**config.mk**
```make
export PLATFORM = sky130hd
export DESIGN_NAME = vsa_cell
export DESIGN_NICKNAME = d
export VERILOG_FILES = /design/src/rtl/core/vsa_pkg.sv /design/src/rtl/core/vsa_cell.sv
export SDC_FILE = /design/constraint.sdc
export NUM_CORES = 1
export LEC_CHECK = 0
export BUFFER_PORTS_ARGS = -buffer_cell sky130_fd_sc_hd__buf_2
export CORE_ASPECT_RATIO = 1.2
export CORE_MARGIN = 5
export CORE_UTILIZATION = 53
export CTS_BUF_LIST = sky130_fd_sc_hd__clkbuf_4 sky130_fd_sc_hd__clkbuf_8
export DETAILED_ROUTE_END_ITERATION = 8
export GPL_TIMING_DRIVEN = 0
export HOLD_SLACK_MARGIN = 0.1
export PLACE_DENSITY = 0.93
export SLEW_MARGIN = 20
export SYNTH_ARGS = -nofsm -noshare
export SYNTH_HDL_FRONTEND = slang
export SYNTH_SLANG_ARGS = --single-unit
```
**constraint.sdc**
```tcl
create_clock -name i_clk -period 5.33 [get_ports i_clk]
set_clock_uncertainty 0.1 [all_clocks]
set_input_delay 1.066 -clock i_clk [delete_from_list [all_inputs] [get_ports i_clk]]
set_output_delay 1.066 -clock i_clk [all_outputs]
set_load 0.005 [all_outputs]
```
**src/rtl/core/vsa_pkg.sv**
```systemverilog
// Shared types, constants and helpers for the voice stealing allocator.
// Used by vsa_cell, voice_stealing_allocator_core and vsa_checker.
package vsa_pkg;

    localparam int MAX_SOURCES = 32;
    localparam int IDX_W       = (MAX_SOURCES > 1) ? $clog2(MAX_SOURCES) : 1;
    localparam int CNT_W       = $clog2(MAX_SOURCES + 1);
    localparam int KEY_W       = 1 + 8 + 16 + 32;
    localparam int LIMIT_W     = 7;
    localparam int CFG_IDX_W   = 1;
    localparam int OUT_IDX_W   = 5;
    localparam logic [LIMIT_W-1:0] LIMIT_RESET = 7'd32;

    typedef logic [KEY_W-1:0] t_key;
    typedef logic [IDX_W-1:0] t_idx;
    typedef logic [CNT_W-1:0] t_cnt;

    typedef enum logic [CFG_IDX_W-1:0] {
        CFG_VOICE_LIMIT = 1'b0,
        CFG_MUTED       = 1'b1
    } t_cfg_reg;

    typedef struct packed {
        t_key key;
        t_idx idx;
    } t_vis;

    typedef struct packed {
        logic clear;
        logic rotate;
    } t_cell_ctl;

    function automatic t_key make_key(input logic playing, input logic [7:0] prio,
                                      input logic [15:0] gain, input logic [31:0] stamp);
        t_key k;
        k = '0;
        if (playing) begin
            k = {1'b1, prio, gain, stamp};
        end
        return k;
    endfunction

endpackage

```
**src/rtl/core/vsa_cell.sv**
```systemverilog
// One slot of the source chain: holds a stored source, a visitor that moves
// to the next slot on each rank step, and the slot's rank counter. Uses vsa_pkg.
module vsa_cell (
    input  logic              i_clk,
    input  logic              i_rst_n,
    input  vsa_pkg::t_cell_ctl i_ctl,
    input  logic              i_load,
    input  vsa_pkg::t_key     i_key,
    input  logic              i_holds,
    input  vsa_pkg::t_idx     i_self_idx,
    input  vsa_pkg::t_cnt     i_count,
    input  vsa_pkg::t_vis     i_vis,
    output vsa_pkg::t_vis     o_vis,
    output vsa_pkg::t_cnt     o_rank,
    output logic              o_holds
);

    vsa_pkg::t_key r_key;
    logic          r_holds;
    vsa_pkg::t_vis r_vis;
    vsa_pkg::t_cnt r_rank;
    logic          vis_valid;
    logic          hit;

    assign vis_valid = vsa_pkg::CNT_W'(r_vis.idx) < i_count;
    assign hit       = vis_valid && ({r_vis.key, r_vis.idx} < {r_key, i_self_idx});

    always_ff @(posedge i_clk) begin
        if (!i_rst_n) begin
            r_vis.idx <= i_self_idx;
        end else if (i_load) begin
            r_key     <= i_key;
            r_holds   <= i_holds;
            r_vis.key <= i_key;
            r_vis.idx <= i_self_idx;
        end else if (i_ctl.rotate) begin
            r_vis <= i_vis;
        end
        if (i_ctl.clear) begin
            r_rank <= '0;
        end else if (i_ctl.rotate) begin
            r_rank <= r_rank + vsa_pkg::CNT_W'(hit);
        end
    end

    assign o_vis   = r_vis;
    assign o_rank  = r_rank;
    assign o_holds = r_holds;

endmodule

```
==> impl_metrics.tcl <==
set metrics [dict create \
    p_leak_nw 3.59 \
    post_cts_buffers 0 \
    timing.rr.start "o_vis[31]" \
    clkSlewWorstSetupHoldPaths_ns 0.06 \
    synth_warnings 0 \
    critPathMostFrequentCell "ha_1" \
    die_h_um 129 \
    cts_buffers 17 \
    antenna_found_initial 0 \
    ys_types 38 \
    grt_usage_pct 21.1 \
    drive_gt1_share_pct 42.7 \
    worstPathRequired_ns 5.58 \
    ant_nets 0 \
    grt.overflow.total 0 \
    worstSetupPathType "input port to register" \
    hold_path.startpoint "o_rank[5]" \
    wl_per_cell_um 17.2 \
    syn_nets 659 \
    worstRegToRegCells 11 \
    finish.utilization_pct 68.7 \
    start_util_pct 54.1 \
    hold_slack_ns 0.394 \
    whs_path_depth 2 \
    final_common_cell "buf_2" \
    dpl.hpwl_um 11700 \
    grt_max_degree 38 \
    viasPerCell 5.18 \
    core_area_um2 11500 \
    synth.avg_cell_area_um2 13.7 \
    cts.sinks 126 \
    synth-seq-area-share_pct 59.8 \
    gp_congestion 0.791 \
    max_freq_mhz 293 \
    setup_violations 0 \
    status "finished, final reports clean" \
    cpPeakStageDelay_ns 0.41 \
    crit_fanout 3 \
    maxSlewHeadroom_pct 54.7 \
    instances_no_fill 850 \
    htree_levels 4 \
    maxCapViolCount 0 \
    critPathCaptureType "register" \
    holdPathEnd "o_rank[5]" \
    regToRegEndpoint "o_rank[5]" \
    power_mw 2.41 \
    synth_top_flop_cell "edfxtp_1" \
    fin_crit_ns 3.41 \
    dieArea_um2 14000 \
    hp-class "register to register" \
    dieWidth_um 109 \
    diodes 0 \
    multi_input_area_um2 2230 \
    synth-seq-cells 126 \
    p_per_area_nw_per_um2 305 \
    drt_iter0_markers 219 \
    drv_slew 0 \
    cts_tree "built" \
    worstSkewPairLatency_ns 0.43 \
    peakVddDrop_mv 0.230 \
    async_reset_ff_share_pct 0 \
    area.sequential_um2 3720 \
    crit_slowest_cell "a2111oi_0" \
    rrSetupSlack_ns 2.15 \
    rsz0062_at_grt "false" \
    ctsHoldBuffers 0 \
    synth-edff-count 120 \
    finalCritPeriodShare_pct 64.0 \
    cts_max_path_buffers 2 \
    area_growth_pct 27.0 \
    grt_pass1_vias 4671 \
    synthCells 456 \
    fin_setup_tns_ns 0 \
    wirelength_um 14700 \
    root_buffer "clkbuf_8" \
    mostFrequentLayoutCells "204 x buf_2, 120 x edfxtp_1, 67 x ha_1, 66 x inv_1, 57 x mux2_2" \
    cts-resized-gates 0 \
    fill_cells 791 \
    io_buffer_count 202 \
    hold_viol 0 \
    nNetsFinal 883 \
    firstDrtPassIters 4 \
    crit_chain "buf_2, inv_1, ha_1, a2111oi_0, o21ai_1, a221oi_1, o21a_1, o211a_1, ha_1, nand4_1, or3_1, a21oi_1" \
    grt_pass1_wl_um 22300 \
    synth_area_um2 6230 \
    crit_arrival_ns 3.66 \
    drc 0 \
    worstSetupStartpointType "input port" \
    vias 4403 \
    ioPinCount 205 \
    worst_pin_slew_ns 0.678 \
    dp_cells 818 \
    fp-row-count 43 \
]
==> routing by layer <==
| layer | up-vias | GRT usage [%] | share of wire (%) |
|---|---|---|---|
| met3 | 30 | 4.87 | 6.1 |
| met2 | 157 | 39.0 | 54 |
| li1 | 2122 | - | - |
| met5 | - | 0 | 0 |
| met1 | 2094 | 22.6 | 37 |
| met4 | 0 | 9.06 | 2.6 |
==> state kept, by name, indices dropped and copies added, names as in the netlist <==
signal / cells
o_vis: 62
r_key: 57
o_rank: 6
o_holds: 1
==> critical path: cells and delay by family <==
kind	cells	cell delay, ns
buf+inv	2	0.12
fa+ha+maj	2	0.48
simple gates	2	0.56
compound gates	6	1.45
==> how the worst max path moves through the flow <==
stage	from	cells after the start	slack [ns]	end
2_1_floorplan	i_load	4	0.67	o_vis[10]
3_3_place_gp	i_load	4	-0.96	o_vis[24]
3_5_place_dp	i_self_idx[3]	12	1.47	o_rank[5]
4_1_cts	i_self_idx[3]	12	1.91	o_rank[5]
5_1_grt	i_self_idx[3]	12	1.68	o_rank[5]
6_report	i_self_idx[3]	12	1.92	o_rank[5]
==> stage by stage <==
stage / cell area [µm²] / worst slack (ns)
after detailed placement: 7520 / 1.47
final: 7910 / 1.92
after floorplan: 6230 / 0.669
after CTS: 7910 / 1.91
after global placement: 7430 / -0.955
after global routing: 7910 / 1.68
==> kinds of logic after synthesis <==
family	share of synthesized area (%)
multiplexers	10.8
buffers and inverters	4.56
flip-flops	59.8
XOR/XNOR	0.422
adder cells (fa/ha/maj)	13.5
AO/OA/AOI/OAI	5.85
AND/OR/NAND/NOR	5.10
==> cells in the mapped netlist (all sizes together) (2+ instances only) <==
cell | n | area (µm²)
edfxtp | 120 | 3600
and2 | 2 | 12.5
nand3 | 3 | 15.0
a21o | 4 | 30.0
ha | 67 | 838
nand2b | 2 | 12.5
nand4 | 10 | 62.6
a221o | 2 | 20.0
a211oi | 4 | 35.0
a21oi | 25 | 125
dfxtp | 6 | 120
nor4 | 3 | 18.8
buf | 6 | 25.0
a221oi | 2 | 23.8
nor2b | 3 | 18.8
o211ai | 2 | 15.0
clkbuf | 3 | 11.3
inv | 66 | 248
mux2i | 2 | 20.0
nand2 | 24 | 90.1
xor2 | 3 | 26.3
mux2 | 58 | 653
nor2 | 15 | 56.3
o21ai | 15 | 75.1
==> power breakdown <==
part           leakage, nW  switching, mW  total (mW)  internal (mW)
Sequential            1.19         0.0420        1.22           1.18
Clock                0.189          0.359       0.816          0.458
Combinational         2.21          0.189       0.374          0.185
==> layout make-up <==
cell class | instances | area share (%)
clock buffers | 18 | 3.05
plain buffers | 9 | 0.459
clock inverters | 14 | 1.90
repair buffers | 205 | 13.7
inverters | 66 | 3.13
multi-input cells | 255 | 28.2
well taps | 157 | 2.48
flip-flops and latches | 126 | 47.1
Note: power is estimated with default switching activity, not from simulation.
